==> config.mk <==
export PLATFORM = sky130hd
export DESIGN_NAME = json_string_escape_encoder
export DESIGN_NICKNAME = d
export VERILOG_FILES = /design/src/jse_pkg.sv /design/src/jse_front.sv /design/src/jse_queue.sv /design/src/jse_back.sv /design/src/json_string_escape_encoder.sv
export SDC_FILE = /design/constraint.sdc
export NUM_CORES = 1
export LEC_CHECK = 0
export ABC_CLOCK_PERIOD_IN_PS = 11300
export BUFFER_PORTS_ARGS = -buffer_cell sky130_fd_sc_hd__buf_2
export CAP_MARGIN = 20
export CORE_ASPECT_RATIO = 0.8
export CORE_MARGIN = 3
export CORE_UTILIZATION = 55
export CTS_BUF_LIST = sky130_fd_sc_hd__clkbuf_4 sky130_fd_sc_hd__clkbuf_8 sky130_fd_sc_hd__clkbuf_16
export CTS_CLUSTER_SIZE = 14
export DETAILED_ROUTE_END_ITERATION = 7
export PLACE_DENSITY_LB_ADDON = 0.25
export SLEW_MARGIN = 30
export SYNTH_ARGS = -nofsm -noshare
export SYNTH_HDL_FRONTEND = slang
export SYNTH_HIERARCHICAL = 1
export SYNTH_SLANG_ARGS = --single-unit
==> constraint.sdc <==
create_clock -name aclk -period 11.3 [get_ports aclk]
set_clock_uncertainty 0.05 [all_clocks]
set_input_delay 2.26 -clock aclk [delete_from_list [all_inputs] [get_ports aclk]]
set_output_delay 2.26 -clock aclk [all_outputs]
set_load 0.01 [all_outputs]
==> src/jse_pkg.sv <==
// ----------------------------------------------------------------------------
// jse_pkg: shared types and constants for the json string escape encoder
// command segment layout, character codes, hex and base64 digit lookup
// ----------------------------------------------------------------------------
`timescale 1ns / 1ps

package jse_pkg;

    // command entries between the front and the back
    localparam int SEG_BYTES   = 6;
    localparam int SEG_COUNT   = 3;
    localparam int QUEUE_DEPTH = 4;

    // characters that show up in the encoded text
    localparam logic [7:0] CH_QUOTE  = 8'h22;
    localparam logic [7:0] CH_BSLASH = 8'h5C;
    localparam logic [7:0] CH_LBRACK = 8'h5B;
    localparam logic [7:0] CH_RBRACK = 8'h5D;
    localparam logic [7:0] CH_COMMA  = 8'h2C;
    localparam logic [7:0] CH_EQUAL  = 8'h3D;
    localparam logic [7:0] CH_UP_B   = 8'h42;
    localparam logic [7:0] CH_LO_B   = 8'h62;
    localparam logic [7:0] CH_LO_F   = 8'h66;
    localparam logic [7:0] CH_LO_N   = 8'h6E;
    localparam logic [7:0] CH_LO_R   = 8'h72;
    localparam logic [7:0] CH_LO_T   = 8'h74;
    localparam logic [7:0] CH_LO_U   = 8'h75;
    localparam logic [7:0] CH_ZERO   = 8'h30;

    // control bytes with a short escape
    localparam logic [7:0] CTL_BS = 8'h08;
    localparam logic [7:0] CTL_HT = 8'h09;
    localparam logic [7:0] CTL_LF = 8'h0A;
    localparam logic [7:0] CTL_FF = 8'h0C;
    localparam logic [7:0] CTL_CR = 8'h0D;

    // replacement character U+FFFD
    localparam logic [7:0] REPL_B0 = 8'hEF;
    localparam logic [7:0] REPL_B1 = 8'hBF;
    localparam logic [7:0] REPL_B2 = 8'hBD;

    typedef logic [7:0] byte_t;

    // one run of output bytes, bytes[0] goes out first
    typedef struct packed {
        logic [2:0]                 len;
        logic [SEG_BYTES-1:0][7:0]  bytes;
    } seg_t;

    // prefix, body and tail of one request's output
    typedef struct packed {
        seg_t [SEG_COUNT-1:0] seg;
    } cmd_t;

    function automatic byte_t hex_digit(input logic [3:0] v);
        byte_t r;
        if (v < 4'd10) begin
            r = CH_ZERO + {4'd0, v};
        end else begin
            r = 8'h57 + {4'd0, v};
        end
        return r;
    endfunction

    function automatic byte_t b64_digit(input logic [5:0] v);
        byte_t r;
        if (v < 6'd26) begin
            r = 8'h41 + {2'd0, v};
        end else if (v < 6'd52) begin
            r = 8'h47 + {2'd0, v};
        end else if (v < 6'd62) begin
            r = 8'h30 - 8'd52 + {2'd0, v};
        end else if (v == 6'd62) begin
            r = 8'h2B;
        end else begin
            r = 8'h2F;
        end
        return r;
    endfunction

endpackage

==> src/jse_front.sv <==
// ----------------------------------------------------------------------------
// jse_front: request classifier
// tracks string mode, utf-8 validation and base64 grouping, and turns each
// request into a command of up to three byte segments
// ----------------------------------------------------------------------------
`timescale 1ns / 1ps

module jse_front (
    input  logic          aclk,
    input  logic          aresetn,
    input  logic          in_accept,
    input  logic [7:0]    data_byte,
    input  logic          first_of_string,
    input  logic          last_of_string,
    input  logic          binary_mode,
    input  logic          empty_string,
    output jse_pkg::cmd_t cmd,
    output logic          cmd_push
);
    import jse_pkg::*;

    // validator states: number of continuation bytes still due and their range
    localparam logic [2:0] VS_ACCEPT = 3'd0;
    localparam logic [2:0] VS_NEED1  = 3'd1;
    localparam logic [2:0] VS_NEED2  = 3'd2;
    localparam logic [2:0] VS_E0     = 3'd3;
    localparam logic [2:0] VS_ED     = 3'd4;
    localparam logic [2:0] VS_NEED3  = 3'd5;
    localparam logic [2:0] VS_F0     = 3'd6;
    localparam logic [2:0] VS_F4     = 3'd7;

    logic             mode_binary_reg, mode_binary_next;
    logic [2:0][7:0]  seq_bytes_reg, seq_bytes_next;
    logic [1:0]       seq_count_reg, seq_count_next;
    logic [2:0]       vstate_reg, vstate_next;
    logic [1:0][7:0]  b64_carry_reg, b64_carry_next;
    logic [1:0]       b64_count_reg, b64_count_next;

    logic       eff_mode;
    logic [2:0] eff_vs;
    logic [1:0] eff_sc;
    logic [1:0] eff_bc;
    logic [7:0] cont_lo, cont_hi;
    logic [2:0] cont_next;

    function automatic seg_t esc_seg(input byte_t ch);
        seg_t s;
        s = '0;
        if (ch >= 8'h20 && ch != CH_BSLASH && ch != CH_QUOTE) begin
            s.len      = 3'd1;
            s.bytes[0] = ch;
        end else begin
            s.len      = 3'd2;
            s.bytes[0] = CH_BSLASH;
            case (ch)
                CH_QUOTE:  s.bytes[1] = CH_QUOTE;
                CH_BSLASH: s.bytes[1] = CH_BSLASH;
                CTL_BS:    s.bytes[1] = CH_LO_B;
                CTL_FF:    s.bytes[1] = CH_LO_F;
                CTL_LF:    s.bytes[1] = CH_LO_N;
                CTL_CR:    s.bytes[1] = CH_LO_R;
                CTL_HT:    s.bytes[1] = CH_LO_T;
                default: begin
                    s.len      = 3'd6;
                    s.bytes[1] = CH_LO_U;
                    s.bytes[2] = CH_ZERO;
                    s.bytes[3] = CH_ZERO;
                    s.bytes[4] = hex_digit(ch[7:4]);
                    s.bytes[5] = hex_digit(ch[3:0]);
                end
            endcase
        end
        return s;
    endfunction

    function automatic seg_t repl_seg();
        seg_t s;
        s = '0;
        s.len      = 3'd3;
        s.bytes[0] = REPL_B0;
        s.bytes[1] = REPL_B1;
        s.bytes[2] = REPL_B2;
        return s;
    endfunction

    // pending state as seen by this request; a new string drops it
    assign eff_mode = first_of_string ? binary_mode : mode_binary_reg;
    assign eff_vs   = first_of_string ? VS_ACCEPT : vstate_reg;
    assign eff_sc   = first_of_string ? 2'd0 : seq_count_reg;
    assign eff_bc   = first_of_string ? 2'd0 : b64_count_reg;

    // allowed range of the next continuation byte
    always_comb begin
        cont_lo   = 8'h80;
        cont_hi   = 8'hBF;
        cont_next = VS_ACCEPT;
        unique case (eff_vs)
            VS_NEED1: cont_next = VS_ACCEPT;
            VS_NEED2: cont_next = VS_NEED1;
            VS_E0: begin
                cont_lo   = 8'hA0;
                cont_next = VS_NEED1;
            end
            VS_ED: begin
                cont_hi   = 8'h9F;
                cont_next = VS_NEED1;
            end
            VS_NEED3: cont_next = VS_NEED2;
            VS_F0: begin
                cont_lo   = 8'h90;
                cont_next = VS_NEED2;
            end
            VS_F4: begin
                cont_hi   = 8'h8F;
                cont_next = VS_NEED2;
            end
            default: cont_next = VS_ACCEPT;
        endcase
    end

    always_comb begin
        mode_binary_next = mode_binary_reg;
        seq_bytes_next   = seq_bytes_reg;
        seq_count_next   = eff_sc;
        vstate_next      = eff_vs;
        b64_carry_next   = b64_carry_reg;
        b64_count_next   = eff_bc;
        cmd              = '0;

        if (empty_string) begin
            seq_count_next    = 2'd0;
            vstate_next       = VS_ACCEPT;
            b64_count_next    = 2'd0;
            cmd.seg[0].len      = 3'd2;
            cmd.seg[0].bytes[0] = CH_QUOTE;
            cmd.seg[0].bytes[1] = CH_QUOTE;
        end else begin
            if (first_of_string) begin
                mode_binary_next = binary_mode;
                if (binary_mode) begin
                    cmd.seg[0].len      = 3'd6;
                    cmd.seg[0].bytes[0] = CH_LBRACK;
                    cmd.seg[0].bytes[1] = CH_QUOTE;
                    cmd.seg[0].bytes[2] = CH_UP_B;
                    cmd.seg[0].bytes[3] = CH_QUOTE;
                    cmd.seg[0].bytes[4] = CH_COMMA;
                    cmd.seg[0].bytes[5] = CH_QUOTE;
                end else begin
                    cmd.seg[0].len      = 3'd1;
                    cmd.seg[0].bytes[0] = CH_QUOTE;
                end
            end

            if (eff_mode) begin
                // base64: three bytes make four digits
                if (eff_bc != 2'd2) begin
                    b64_carry_next[eff_bc[0]] = data_byte;
                    b64_count_next            = eff_bc + 2'd1;
                end else begin
                    cmd.seg[1].len      = 3'd4;
                    cmd.seg[1].bytes[0] = b64_digit(b64_carry_reg[0][7:2]);
                    cmd.seg[1].bytes[1] = b64_digit({b64_carry_reg[0][1:0],
                                                     b64_carry_reg[1][7:4]});
                    cmd.seg[1].bytes[2] = b64_digit({b64_carry_reg[1][3:0],
                                                     data_byte[7:6]});
                    cmd.seg[1].bytes[3] = b64_digit(data_byte[5:0]);
                    b64_count_next      = 2'd0;
                end
                if (last_of_string) begin
                    if (b64_count_next == 2'd0) begin
                        cmd.seg[2].len      = 3'd2;
                        cmd.seg[2].bytes[0] = CH_QUOTE;
                        cmd.seg[2].bytes[1] = CH_RBRACK;
                    end else begin
                        cmd.seg[2].len      = 3'd6;
                        cmd.seg[2].bytes[0] = b64_digit(b64_carry_next[0][7:2]);
                        cmd.seg[2].bytes[3] = CH_EQUAL;
                        cmd.seg[2].bytes[4] = CH_QUOTE;
                        cmd.seg[2].bytes[5] = CH_RBRACK;
                        if (b64_count_next == 2'd1) begin
                            cmd.seg[2].bytes[1] = b64_digit({b64_carry_next[0][1:0], 4'd0});
                            cmd.seg[2].bytes[2] = CH_EQUAL;
                        end else begin
                            cmd.seg[2].bytes[1] = b64_digit({b64_carry_next[0][1:0],
                                                             b64_carry_next[1][7:4]});
                            cmd.seg[2].bytes[2] = b64_digit({b64_carry_next[1][3:0], 2'd0});
                        end
                    end
                    b64_count_next = 2'd0;
                end
            end else begin
                if (eff_vs == VS_ACCEPT) begin
                    // lead byte or plain ascii
                    seq_bytes_next[0] = data_byte;
                    seq_count_next    = 2'd1;
                    if (data_byte < 8'h80) begin
                        cmd.seg[1]     = esc_seg(data_byte);
                        seq_count_next = 2'd0;
                    end else if (data_byte >= 8'hC2 && data_byte <= 8'hDF) begin
                        vstate_next = VS_NEED1;
                    end else if (data_byte == 8'hE0) begin
                        vstate_next = VS_E0;
                    end else if (data_byte == 8'hED) begin
                        vstate_next = VS_ED;
                    end else if (data_byte >= 8'hE1 && data_byte <= 8'hEF) begin
                        vstate_next = VS_NEED2;
                    end else if (data_byte == 8'hF0) begin
                        vstate_next = VS_F0;
                    end else if (data_byte >= 8'hF1 && data_byte <= 8'hF3) begin
                        vstate_next = VS_NEED3;
                    end else if (data_byte == 8'hF4) begin
                        vstate_next = VS_F4;
                    end else begin
                        cmd.seg[1]     = repl_seg();
                        seq_count_next = 2'd0;
                    end
                end else if (data_byte < cont_lo || data_byte > cont_hi) begin
                    // bad continuation: whole held sequence and this byte go
                    cmd.seg[1]     = repl_seg();
                    seq_count_next = 2'd0;
                    vstate_next    = VS_ACCEPT;
                end else if (cont_next == VS_ACCEPT) begin
                    // sequence complete: held bytes then this one
                    cmd.seg[1].len = {1'b0, eff_sc} + 3'd1;
                    for (int i = 0; i < 3; i++) begin
                        cmd.seg[1].bytes[i] = (2'(i) < eff_sc) ? seq_bytes_reg[i]
                                                                : data_byte;
                    end
                    cmd.seg[1].bytes[3] = data_byte;
                    seq_count_next      = 2'd0;
                    vstate_next         = VS_ACCEPT;
                end else begin
                    if (eff_sc != 2'd3) begin
                        seq_bytes_next[eff_sc] = data_byte;
                        seq_count_next         = eff_sc + 2'd1;
                    end
                    vstate_next = cont_next;
                end
                if (last_of_string) begin
                    if (seq_count_next != 2'd0 || vstate_next != VS_ACCEPT) begin
                        cmd.seg[2]          = repl_seg();
                        cmd.seg[2].len      = 3'd4;
                        cmd.seg[2].bytes[3] = CH_QUOTE;
                    end else begin
                        cmd.seg[2].len      = 3'd1;
                        cmd.seg[2].bytes[0] = CH_QUOTE;
                    end
                    seq_count_next = 2'd0;
                    vstate_next    = VS_ACCEPT;
                end
            end
        end
    end

    assign cmd_push = in_accept &&
                      (cmd.seg[0].len != 3'd0 || cmd.seg[1].len != 3'd0 ||
                       cmd.seg[2].len != 3'd0);

    always_ff @(posedge aclk) begin
        if (!aresetn) begin
            mode_binary_reg <= 1'b0;
            seq_count_reg   <= 2'd0;
            vstate_reg      <= VS_ACCEPT;
            b64_count_reg   <= 2'd0;
        end else if (in_accept) begin
            mode_binary_reg <= mode_binary_next;
            seq_count_reg   <= seq_count_next;
            vstate_reg      <= vstate_next;
            b64_count_reg   <= b64_count_next;
        end
    end

    always_ff @(posedge aclk) begin
        if (in_accept) begin
            seq_bytes_reg <= seq_bytes_next;
            b64_carry_reg <= b64_carry_next;
        end
    end

endmodule

==> src/jse_queue.sv <==
// ----------------------------------------------------------------------------
// jse_queue: command queue between front and back
// small register file queue, one push unless full and one pop per cycle
// ----------------------------------------------------------------------------
`timescale 1ns / 1ps

module jse_queue #(
    parameter int DEPTH = jse_pkg::QUEUE_DEPTH
) (
    input  logic          aclk,
    input  logic          aresetn,
    input  logic          push,
    input  jse_pkg::cmd_t push_cmd,
    input  logic          pop,
    output jse_pkg::cmd_t head_cmd,
    output logic          q_valid,
    output logic          q_full
);
    import jse_pkg::*;

    localparam int PW = (DEPTH > 1) ? $clog2(DEPTH) : 1;
    localparam int CW = $clog2(DEPTH + 1);

    cmd_t          mem [DEPTH];
    logic [PW-1:0] wr_ptr_reg, wr_ptr_next;
    logic [PW-1:0] rd_ptr_reg, rd_ptr_next;
    logic [CW-1:0] count_reg, count_next;
    logic          do_push, do_pop;

    assign q_full   = (count_reg == CW'(DEPTH));
    assign q_valid  = (count_reg != '0);
    assign head_cmd = mem[rd_ptr_reg];
    assign do_push  = push && !q_full;
    assign do_pop   = pop && q_valid;

    always_comb begin
        wr_ptr_next = wr_ptr_reg;
        rd_ptr_next = rd_ptr_reg;
        count_next  = count_reg;
        if (do_push) begin
            wr_ptr_next = (wr_ptr_reg == PW'(DEPTH - 1)) ? '0 : wr_ptr_reg + 1'b1;
        end
        if (do_pop) begin
            rd_ptr_next = (rd_ptr_reg == PW'(DEPTH - 1)) ? '0 : rd_ptr_reg + 1'b1;
        end
        if (do_push && !do_pop) begin
            count_next = count_reg + 1'b1;
        end else if (do_pop && !do_push) begin
            count_next = count_reg - 1'b1;
        end
    end

    always_ff @(posedge aclk) begin
        if (!aresetn) begin
            wr_ptr_reg <= '0;
            rd_ptr_reg <= '0;
            count_reg  <= '0;
        end else begin
            wr_ptr_reg <= wr_ptr_next;
            rd_ptr_reg <= rd_ptr_next;
            count_reg  <= count_next;
        end
    end

    always_ff @(posedge aclk) begin
        if (do_push) begin
            mem[wr_ptr_reg] <= push_cmd;
        end
    end

endmodule

==> src/jse_back.sv <==
// ----------------------------------------------------------------------------
// jse_back: byte serializer
// walks the segments of the head command and sends one byte per cycle while m_ is not
// stalled, through a registered output stage
// ----------------------------------------------------------------------------
`timescale 1ns / 1ps

module jse_back (
    input  logic          aclk,
    input  logic          aresetn,
    input  jse_pkg::cmd_t head_cmd,
    input  logic          q_valid,
    output logic          pop,
    output logic          m_tvalid,
    input  logic          m_tready,
    output logic [7:0]    m_tdata,
    output logic          m_tlast
);
    import jse_pkg::*;

    logic [1:0] si_reg, si_next;
    logic [2:0] bi_reg, bi_next;
    logic       m_tvalid_reg;
    logic [7:0] m_tdata_reg;
    logic       m_tlast_reg;

    logic       has0, has1;
    logic [1:0] cur;
    logic [2:0] cur_len;
    logic       seg_end, more, done, load;
    byte_t      cur_byte;

    // first non-empty segment at or after the saved segment index
    assign has0    = (head_cmd.seg[0].len != 3'd0) && (si_reg == 2'd0);
    assign has1    = (head_cmd.seg[1].len != 3'd0) && (si_reg <= 2'd1);
    assign cur     = has0 ? 2'd0 : (has1 ? 2'd1 : 2'd2);
    assign cur_len = head_cmd.seg[cur].len;
    assign cur_byte = head_cmd.seg[cur].bytes[bi_reg];
    assign seg_end = (bi_reg == cur_len - 3'd1);

    always_comb begin
        unique case (cur)
            2'd0:    more = (head_cmd.seg[1].len != 3'd0) || (head_cmd.seg[2].len != 3'd0);
            2'd1:    more = (head_cmd.seg[2].len != 3'd0);
            default: more = 1'b0;
        endcase
    end

    assign done = seg_end && !more;
    assign load = q_valid && (!m_tvalid_reg || m_tready);
    assign pop  = load && done;

    always_comb begin
        si_next = si_reg;
        bi_next = bi_reg;
        if (load) begin
            if (done) begin
                si_next = 2'd0;
                bi_next = 3'd0;
            end else if (seg_end) begin
                si_next = cur + 2'd1;
                bi_next = 3'd0;
            end else begin
                si_next = cur;
                bi_next = bi_reg + 3'd1;
            end
        end
    end

    always_ff @(posedge aclk) begin
        if (!aresetn) begin
            si_reg       <= 2'd0;
            bi_reg       <= 3'd0;
            m_tvalid_reg <= 1'b0;
        end else begin
            si_reg <= si_next;
            bi_reg <= bi_next;
            if (load) begin
                m_tvalid_reg <= 1'b1;
            end else if (m_tready) begin
                m_tvalid_reg <= 1'b0;
            end
        end
    end

    always_ff @(posedge aclk) begin
        if (load) begin
            m_tdata_reg <= cur_byte;
            m_tlast_reg <= done;
        end
    end

    assign m_tvalid = m_tvalid_reg;
    assign m_tdata  = m_tdata_reg;
    assign m_tlast  = m_tlast_reg;

endmodule

==> src/json_string_escape_encoder.sv <==
// ----------------------------------------------------------------------------
// json_string_escape_encoder: byte stream to json string text
// escaped utf-8 text with replacement of bad sequences, or base64 array form
// ----------------------------------------------------------------------------
// usage
//   s_ channel: one request per string byte. tdata[7:0] is the byte,
//   tdata[8] marks the first byte of a string, tlast marks the last one,
//   tuser[0] selects base64 form (sampled on the first byte), tuser[1]
//   marks an empty string, which sends "" and nothing else.
//   m_ channel: one encoded byte per transfer, tlast on the final byte
//   produced by a request. requests that only buffer bytes (utf-8 lead and
//   continuation bytes, base64 bytes short of a group) produce nothing.
//   output path: the request is written into the command queue, and its
//   first byte then goes through the output register onto m_.
//   throughput: the front takes one request per cycle while the command
//   queue has room; the back sends one byte per cycle while m_ is not
//   stalled, and a request produces 1 byte for plain text, up to 12.
//   the queue of QUEUE_DEPTH commands absorbs bursts of short requests.
//   reset: clears string mode, pending utf-8 and base64 state, the queue
//   and the output stage. a stalled m_ side holds its byte; s_tready drops
//   only when the queue is full.
// ----------------------------------------------------------------------------
`timescale 1ns / 1ps

module json_string_escape_encoder #(
    parameter int QUEUE_DEPTH = jse_pkg::QUEUE_DEPTH
) (
    input  logic        aclk,
    input  logic        aresetn,
    // input bytes
    input  logic        s_tvalid,
    output logic        s_tready,
    input  logic [15:0] s_tdata,   // [7:0] data_byte, [8] first_of_string, rest zero
    input  logic        s_tlast,   // last_of_string
    input  logic [1:0]  s_tuser,   // [0] binary_mode, [1] empty_string
    // encoded bytes
    output logic        m_tvalid,
    input  logic        m_tready,
    output logic [7:0]  m_tdata,   // [7:0] out_byte
    output logic        m_tlast    // last_of_run
);
    import jse_pkg::*;

    logic accept;
    cmd_t front_cmd;
    logic front_push;
    cmd_t head_cmd;
    logic q_valid;
    logic q_full;
    logic back_pop;

    // request taken whenever the queue has a free slot
    assign s_tready = !q_full;
    assign accept   = s_tvalid && s_tready;

    // classify the request and update string state
    jse_front u_front (
        .aclk            (aclk),
        .aresetn         (aresetn),
        .in_accept       (accept),
        .data_byte       (s_tdata[7:0]),
        .first_of_string (s_tdata[8]),
        .last_of_string  (s_tlast),
        .binary_mode     (s_tuser[0]),
        .empty_string    (s_tuser[1]),
        .cmd             (front_cmd),
        .cmd_push        (front_push)
    );

    // commands waiting for the serializer
    jse_queue #(
        .DEPTH (QUEUE_DEPTH)
    ) u_queue (
        .aclk     (aclk),
        .aresetn  (aresetn),
        .push     (front_push),
        .push_cmd (front_cmd),
        .pop      (back_pop),
        .head_cmd (head_cmd),
        .q_valid  (q_valid),
        .q_full   (q_full)
    );

    // one byte per cycle onto the output while m_tready allows
    jse_back u_back (
        .aclk     (aclk),
        .aresetn  (aresetn),
        .head_cmd (head_cmd),
        .q_valid  (q_valid),
        .pop      (back_pop),
        .m_tvalid (m_tvalid),
        .m_tready (m_tready),
        .m_tdata  (m_tdata),
        .m_tlast  (m_tlast)
    );

endmodule

### Word level (Yosys, flattened, before mapping)

Memories as Yosys holds them, arrays and structs flattened. A register that Yosys moved wholly into a read port is not among the register bits.
Cells that the tools add are included.

| word-level totals | value |
|---|---|
| output and inout bits | 11 |
| word-level logic and storage cells | 350 |
| RAM bits | 612 |
| bits in registers | 70 |
| memories | 1 |
| input port bits | 23 |

| cells by class | value |
|---|---|
| muxes and demuxes | 155 |
| equal/unequal tests | 35 |
| reduce and logical (&&, ||, !) cells | 53 |
| add/subtract/negate cells | 38 |
| bitwise logic cells | 5 |
| $lt $le $gt $ge | 46 |

Memories:

| memory | depth | bits a word | rd ports | clocked after memory_dff | wr ports | line | source |
|---|---|---|---|---|---|---|---|
| u_queue.mem | 4 | 153 | 1 | 1 | 1 | jse_queue.sv:24 | `cmd_t mem [DEPTH];` |

Operators by type and width:

| cell | count |
|---|---|
| 51-bit 2-to-1 mux | 12 |
| 8-bit 2-to-1 mux | 38 |
| 32-bit 2-to-1 mux | 5 |
| 7-bit by 6-bit adder with 8-bit output (first input constant) | 16 |
| 16-bit 2-to-1 mux | 7 |
| 51-bit binary-select mux with 2-bit select | 1 |
| 102-bit 2-to-1 mux | 1 |
| 3-bit 2-to-1 mux | 34 |
| 6-bit less-than comparator (second input constant) | 16 |
| 2-bit 2-to-1 mux | 33 |
| 3-bit by 7-bit adder with 8-bit output (first input constant) | 8 |
| 54-bit 2-to-1 mux | 1 |
| 50-bit 2-to-1 mux | 1 |
| 7-bit case mux with 7 select lines | 1 |
| 6-bit by 5-bit less-than comparator with 1-bit output (second input constant) | 8 |
| 8-bit by 4-bit == test with 1-bit output (second input constant) | 5 |
| 40-bit 2-to-1 mux | 1 |
| 38-bit 2-to-1 mux | 1 |
| 6-bit == test (second input constant) | 6 |
| 35-bit 2-to-1 mux | 1 |
| 8-bit == test (second input constant) | 4 |
| 31-bit 2-to-1 mux | 1 |
| 8-bit binary-select mux with 3-bit select | 1 |
| 24-bit bitwise mux | 1 |
| other kinds (55) | 129 |

### Logic depth before layout (Yosys ltp)

Gate-level depths: netlist of run 1.

| depth | value |
|---|---|
| depth in word-level cells | 28 |
| mapped depth | 21 |
| depth with buffers taken out | 18 |

### Modules after synthesis

Netlist of run 1, hierarchy kept.

By module, submodules not included:

| module | cells an instance | times used | seq. area each (um^2) | area an instance (um^2) |
|---|---|---|---|---|
| jse_queue | 850 | 1 | 18557.8 | 22515.3 |
| jse_front | 1049 | 1 | 1361.3 | 7455.9 |
| jse_back | 213 | 1 | 390.4 | 2139.6 |
| json_string_escape_encoder | 2 | 1 | 0.0 | 10.0 |

### Worst setup path before layout of run 1

Ideal clock, no wire load.

| timing | value |
|---|---|
| path type | input-to-reg |
| start point | input s_tdata[1] |
| end point | memory u_queue/mem[0][0] (netlist bit) (enable) |
| setup slack | 2.147 ns |
| required time | 10.719 ns |
| cell stages on the path | 14 |
| arrival time | 8.572 ns |
| buffers on the path | 3 |
| library setup time | 0.531 ns |
| cell sequence | clkbuf_1 clkbuf_1 inv_1 ha_1 nand2_1 nor2_1 or4_4 o31ai_4 nand2b_1 nor3b_2 o41a_1 nor2b_1 clkbuf_1 and2_1 |

RTL lines:

| what | line | source |
|---|---|---|
| start, declared | json_string_escape_encoder.sv:33 | `input logic [15:0] s_tdata,` |
| end, declared | jse_queue.sv:24 |  |

==> flow_metrics.tcl, run 1 <==
set metrics [dict create \
    status "finished clean" \
    synth.cell_area_mm2 0.03212 \
    max_freq_ghz 0.1201 \
    setup_violations 0 \
    postCtsSetupBuffers 0 \
    clock_path_buffers 3 \
    power.total_mw 7.164 \
    htree_levels 3 \
    clkTransAtPathRegs_ns 0.06 \
    synthTopCellsByArea "edfxtp_1 (62%), mux4_2 (12%), ha_1 (2.4%)" \
    drc 0 \
    arrival_ns 8.48 \
    slew_headroom_pct 37.62 \
    path_cells "buf_2 > buf_4 > clkinv_1 > ha_1 > nand2_1 > nor2_1 > or4_4 > o31ai_4 > nor2_1 > nor3_1 > o41a_1 > nor2b_1 > and2_4 > buf_12" \
    critical_path.startpoint_type "input pin" \
    grt_max_degree 124 \
    n_antenna_cell 0 \
    root_buffer "clkbuf_16" \
    ys_seq_area_share_pct 63.23 \
    critPathBufInv 4 \
    cpMostUsedCell "nor2_1" \
    wl_per_cell_um 26.89 \
    vdd_ir_drop_max_mv 0.1293 \
    grt_pass1_vias 18320 \
    ys_async_sr_fraction_pct 0 \
    layout_common_cells "edfxtp_1 (661), mux4_2 (170), a21oi_1 (125), nand2_1 (121), nor2_1 (113)" \
    largest_reg_flops 612 \
    num_vias 18650 \
    postSynthAreaPerCell_um2 15.19 \
    gp_congestion 0.9738 \
    antenna_found_initial 1 \
    finalHoldViolCount 0 \
    drv_cap 0 \
    clock-sinks 684 \
    slowest_stage "nor3_1" \
    required_ns 11.46 \
    synth-edff-count 661 \
    rsz0062_at_grt "false" \
    layout.nets 2179 \
    cp_slowest_stage_delay_ns 0.74 \
    worst_setup_path_end_kind "register" \
    ys_types 100 \
    finalCritPeriodShare_pct 73.68 \
    hold_path_class "register to register" \
    grt.overflow.total 0 \
    yosysWarningCount 6 \
    ant_nets 0 \
    layout_commonest_cell "edfxtp_1" \
    synth_area_leader_cell "edfxtp_1" \
    worstSkewPairLatency_ns 0.60 \
    core_mm2 0.05719 \
    synth_top_cell_area_share_pct 61.79 \
    period_minus_slack_ns 8.326 \
    netlist_instances 2114 \
    die_area_mm2 0.06136 \
    fillers 4272 \
    critical_path_class "input pin to register" \
    hold_buffers 0 \
    routed_wirelength_um 78210 \
    final_cells 2908 \
    area_growth_pct 8.620 \
    die_height_um 222.2 \
    tightest_slew_ns 0.9286 \
    ios 34 \
    start_util_pct 56.17 \
    cts_tree "built" \
    die_w_um 276.2 \
    port-buffer-count 26 \
    synth_seq_cells 684 \
    drv_slew 0 \
    register_area_mm2 0.02032 \
    drtIter0Drc 2066 \
    leakage_nw 11.61 \
    placed_cells 2783 \
    drive_gt1_share_pct 18.72 \
    drtPass1Iterations 5 \
    final_util_pct 61.01 \
    cts_made_buffers 68 \
    ys.flop_type "edfxtp_1" \
    power_density_mw_per_mm2 205.3 \
    multi_input_area_mm2 0.01064 \
    worstPathMaxFanout 121 \
    placement_rows 78 \
    tns_ns 0 \
    post_cts_resized 0 \
    gr-usage-all-layers_pct 25.63 \
    cp_top_family "simple AND/OR/NAND/NOR gates" \
    grt_pass1_wl_um 118200 \
    place_hpwl_um 49470 \
    avgViaCountPerCell 6.414 \
]
-- cell type report --
| cell class | count | share of cell area [%] |
|---|---|---|
| Timing Repair Buffer | 59 | 1.226 |
| Tap cell | 760 | 2.725 |
| Multi-Input combinational cell | 1221 | 30.49 |
| Clock buffer | 85 | 5.429 |
| Inverter | 59 | 0.6491 |
| Sequential cell | 684 | 58.24 |
| Clock inverter | 40 | 1.241 |
-- metrics by stage --
stage / area (µm²) / hold slack [ns] / setup slack (ns)
5_1_grt: 34890 / 0.5111 / 2.852
6_report: 34890 / 0.4587 / 2.974
3_3_place_gp: 32550 / 0.4321 / 2.701
2_1_floorplan: 32280 / 0.4177 / 2.147
3_5_place_dp: 32550 / 0.4519 / 2.519
4_1_cts: 34880 / 0.4599 / 3.165
-- report_power, final --
group	internal, mW	leakage, nW	switching [mW]
clock	1.38	1.16	0.942
sequential	3.23	6.33	0.107
combinational	0.573	4.12	0.927
-- worst register-to-register path, cell delays in order, from the launching register on --
cell and delay (ns):
dfxtp_4 0.82, buf_4 0.65, mux4_2 0.73, nor3_4 0.24, nor2_4 0.06, buf_4 0.30
nor2_2 0.77, inv_2 0.32, ha_1 0.32, a21oi_1 0.21, nor2b_1 0.25, and2_1 0.24
o31ai_1 0.18, ha_1 0.26, inv_1 0.08, fa_1 0.18, xor2_1 0.08, or3_1 0.30
a21boi_0 0.17
-- cells in the mapped netlist, types with 7 or more instances --
cell      number
a211oi_1      22
a21o_1        16
a21oi_1      127
a22oi_1       14
a31oi_1       20
and2_1        16
and3_1         7
buf_2         31
buf_4         78
buf_6         12
clkbuf_1      67
dfxtp_1       23
edfxtp_1     661
ha_1          62
inv_1         56
mux2_2         9
mux2i_1       65
mux4_2       170
nand2_1      121
nand2b_1      20
nand3_1       31
nand4_1       16
nor2_1       113
nor2b_1       18
nor3_1        25
nor3b_1        8
o211ai_1      14
o21ai_0      101
o22ai_1       19
or3_1         10
xnor2_1       16
-- path summary, 6_finish.rpt --
check | start | to | slack (ns) | cells past startpoint
min | u_queue/wr_ptr_reg[1]$_SDFFE_PN0P_ | u_queue/wr_ptr_reg[1]$_SDFFE_PN0P_ | 0.46 | 2
max | s_tdata[4] | u_queue/mem[1][61]$_DFFE_PP_ | 2.97 | 14
min reg2reg | u_queue/wr_ptr_reg[1]$_SDFFE_PN0P_ | u_queue/wr_ptr_reg[1]$_SDFFE_PN0P_ | 0.46 | 2
max reg2reg | register | u_queue/count_reg[2]$_SDFFE_PN0P_ | 5.02 | 18
-- per-layer routing --
layer,vias to the layer above,wire length (µm),global-route usage (%)
met4,2,2120,7.390
met2,824,35440,38.12
met1,9524,33740,37.93
met3,122,6897,6.390
met5,-,13,0
li1,8180,-,-
-- kinds of logic (layout without fill, tap and decap cells) --
group,count (synthesis),after routing,share of synthesized area [%]
AOI/OAI and AO/OA,418,418,8.445
xor gates and xnor gates,22,22,0.5999
adders and majority gates,63,63,2.477
buffers and inverters,252,243,4.273
DFF,684,684,63.23
muxes,247,247,14.39
other,1,44,0.01167
and+or+nand+nor,427,427,6.579
Note: power is estimated with default switching activity, not from simulation.
==> inputs of run 2 (changes only) <==
ABC_AREA = 1   (was default)
ABC_CLOCK_PERIOD_IN_PS = 7500   (was 11300)
clock period = 7.5 ns   (was 11.3 ns; I/O delays follow)
==> run 2 against run 1 <==
  * Sequential power rose by 48%
  * Largest cell class unchanged
  * Cell area rose by 1.7%
  * Non-clock buffer count rose by 13
  * Critical path type unchanged
  * Die area rose by 2.5%
  * Total power rose by 54%
==> flow_metrics.tcl, run 2 <==
set metrics [dict create \
    tightest_slew_ns 1.009 \
    swShare_pct 31.98 \
    synth.cell_area_mm2 0.03294 \
    critPathBufInv 4 \
    power_density_mw_per_mm2 310.9 \
    cts_made_buffers 70 \
    start_util_pct 56.10 \
    rsz0062_at_grt "false" \
    seqPwrFrac_pct 44.9 \
    ant_nets 0 \
    synth_area_leader_cell "edfxtp_1" \
    netlist_instances 3111 \
    ios 34 \
    cts_tree "built" \
    postSynthAreaPerCell_um2 10.59 \
    critical_path_class "input pin to register" \
    grt_max_degree 215 \
    root_buffer "clkbuf_16" \
    synth_seq_cells 684 \
    routed_wirelength_um 86750 \
    drc 0 \
    synth_top_cell_area_share_pct 60.26 \
    worst_setup_path_end_kind "register" \
    cp_slowest_stage_delay_ns 0.77 \
    grt_pass1_wl_um 131300 \
    status "finished clean" \
    clock_path_buffers 3 \
    critical_path.startpoint_type "input pin" \
    postCtsSetupBuffers 0 \
    drive_gt1_share_pct 9.126 \
    path_cells "buf_2 > inv_1 > ha_1 > nand2_1 > nand2_1 > nand3_1 > nand2_1 > nand2_1 > nor2_1 > nand3_1 > nand3_1 > a21oi_1 > nand3_1 > nand2_1 > inv_1 > nand2_1 > nor2_4 > buf_4" \
    synth-edff-count 661 \
    fillers 4676 \
    combinationalPowerShare_pct 24.0 \
    p_int_mw 7.500 \
    hold_path_class "register to register" \
    port-buffer-count 26 \
    clkTransAtPathRegs_ns 0.05 \
    yosysWarningCount 6 \
    die_w_um 279.6 \
    layout_common_cells "edfxtp_1 (661), nor2_1 (481), nand2_1 (376), o21ai_0 (368), inv_1 (160)" \
    synthTopCellsByArea "edfxtp_1 (60%), o21ai_0 (5.6%), nor2_1 (5.6%)" \
    hold_buffers 0 \
    required_ns 7.71 \
    post_cts_resized 0 \
    clock-sinks 684 \
    slew_headroom_pct 30.99 \
    synth_most_common_cell "edfxtp_1" \
    n_antenna_cell 0 \
    max_freq_ghz 0.1744 \
    layout.nets 3146 \
    finalCritPeriodShare_pct 76.45 \
    period_minus_slack_ns 5.733 \
    core_mm2 0.05871 \
    clock_power_share_pct 31.0 \
    hold_ws_ns 0.4229 \
    htree_levels 3 \
    multi_input_area_mm2 0.01058 \
    die_height_um 224.9 \
    register_area_mm2 0.02032 \
    area_growth_pct 7.685 \
    layout_commonest_cell "edfxtp_1" \
    num_vias 23810 \
    ys_async_sr_fraction_pct 0 \
    vdd_ir_drop_max_mv 0.2631 \
    setup_violations 0 \
    leakage_nw 12.95 \
    worstSkewPairLatency_ns 0.61 \
    gr-usage-all-layers_pct 27.26 \
    antenna_found_initial 0 \
    cpMostUsedCell "nand2_1" \
    avgViaCountPerCell 6.135 \
    power.total_mw 11.03 \
    ys_types 66 \
    cp_top_family "simple AND/OR/NAND/NOR gates" \
    place_hpwl_um 53710 \
    finalHoldViolCount 0 \
    gp_congestion 0.9816 \
    drv_slew 0 \
    wl_per_cell_um 22.35 \
    switchingPower_mw 3.526 \
    ys.flop_type "edfxtp_1" \
    grt_pass1_vias 22380 \
    worstPathMaxFanout 25 \
    slowest_stage "nor2_4" \
    drtIter0Drc 3291 \
    die_area_mm2 0.06288 \
    ys_seq_area_share_pct 61.66 \
    arrival_ns 5.94 \
    largest_reg_flops 612 \
    synthTopCellsByCount "edfxtp_1 (661), nor2_1 (488), nand2_1 (376)" \
    drv_cap 0 \
    placement_rows 79 \
    tns_ns 0 \
    grt.overflow.total 0 \
    drtPass1Iterations 6 \
]
run 2: final timing paths:
| path | from | to | slack, ns | cells after the start |
|---|---|---|---|---|
| max reg2reg | register | u_queue/count_reg[1]$_SDFFE_PN0P_ | 2.24 | 21 |
| max | s_tdata[2] | u_queue/mem[3][5]$_DFFE_PP_ | 1.77 | 18 |
| min | u_front/seq_count_reg[0]$_SDFFE_PN0P_ | u_front/seq_count_reg[0]$_SDFFE_PN0P_ | 0.42 | 2 |
| min reg2reg | u_front/seq_count_reg[0]$_SDFFE_PN0P_ | u_front/seq_count_reg[0]$_SDFFE_PN0P_ | 0.42 | 2 |
run 2: metal layers:
| layer | share of wire [%] | vias up | track usage [%] |
|---|---|---|---|
| met5 | 0 | - | 0 |
| met3 | 9.4 | 156 | 4.639 |
| li1 | - | 10900 | - |
| met4 | 3.1 | 0 | 9.333 |
| met2 | 46 | 1243 | 42.04 |
| met1 | 42 | 11510 | 39.60 |
run 2: per-stage QoR:
stage	instance area, µm²	util [%]	instances	setup slack, ns
6_report	35470	60.41	3881	1.767
5_1_grt	35470	60.41	3881	1.450
2_1_floorplan	33110	-	3154	-0.5910
4_1_cts	35460	60.39	3881	1.848
3_5_place_dp	33190	56.52	3757	1.210
3_3_place_gp	33190	56.52	3757	1.307
run 2: worst min-delay path, delay by kind of cell, from the launching register on:
family / cells / cell delay (ns)
AND/OR/NAND/NOR: 1 / 0.06
AO/OA/AOI/OAI: 1 / 0.06
flip-flops: 1 / 0.31
run 2: area by class of cell:
class,instances,share of cell area (%)
clock buffer,89,5.440
clock inverter,35,0.9631
inverter,185,2.000
multi-input combinational,2047,29.84
sequential,684,57.28
tap,769,2.713
timing repair buffer,72,1.764
run 2: kinds of logic after synthesis:
family          share of synthesized area [%]
simple gates                            14.28
compound gates                          14.14
flops                                   61.66
buf+inv                                 6.861
fa+ha+maj                               2.416
xor+xnor                               0.6382
other cells                           0.01139
run 2: power groups by stage:
stage / clock network, mW / registers, mW / logic [mW]
after global routing: 3.62 / 4.99 / 2.88
after floorplan: 0 / 5.06 / 1.72
final: 3.42 / 4.95 / 2.65
after global placement: 0 / 5.01 / 2.55
after CTS: 3.47 / 4.95 / 2.62
after detailed placement: 0 / 5.03 / 2.60
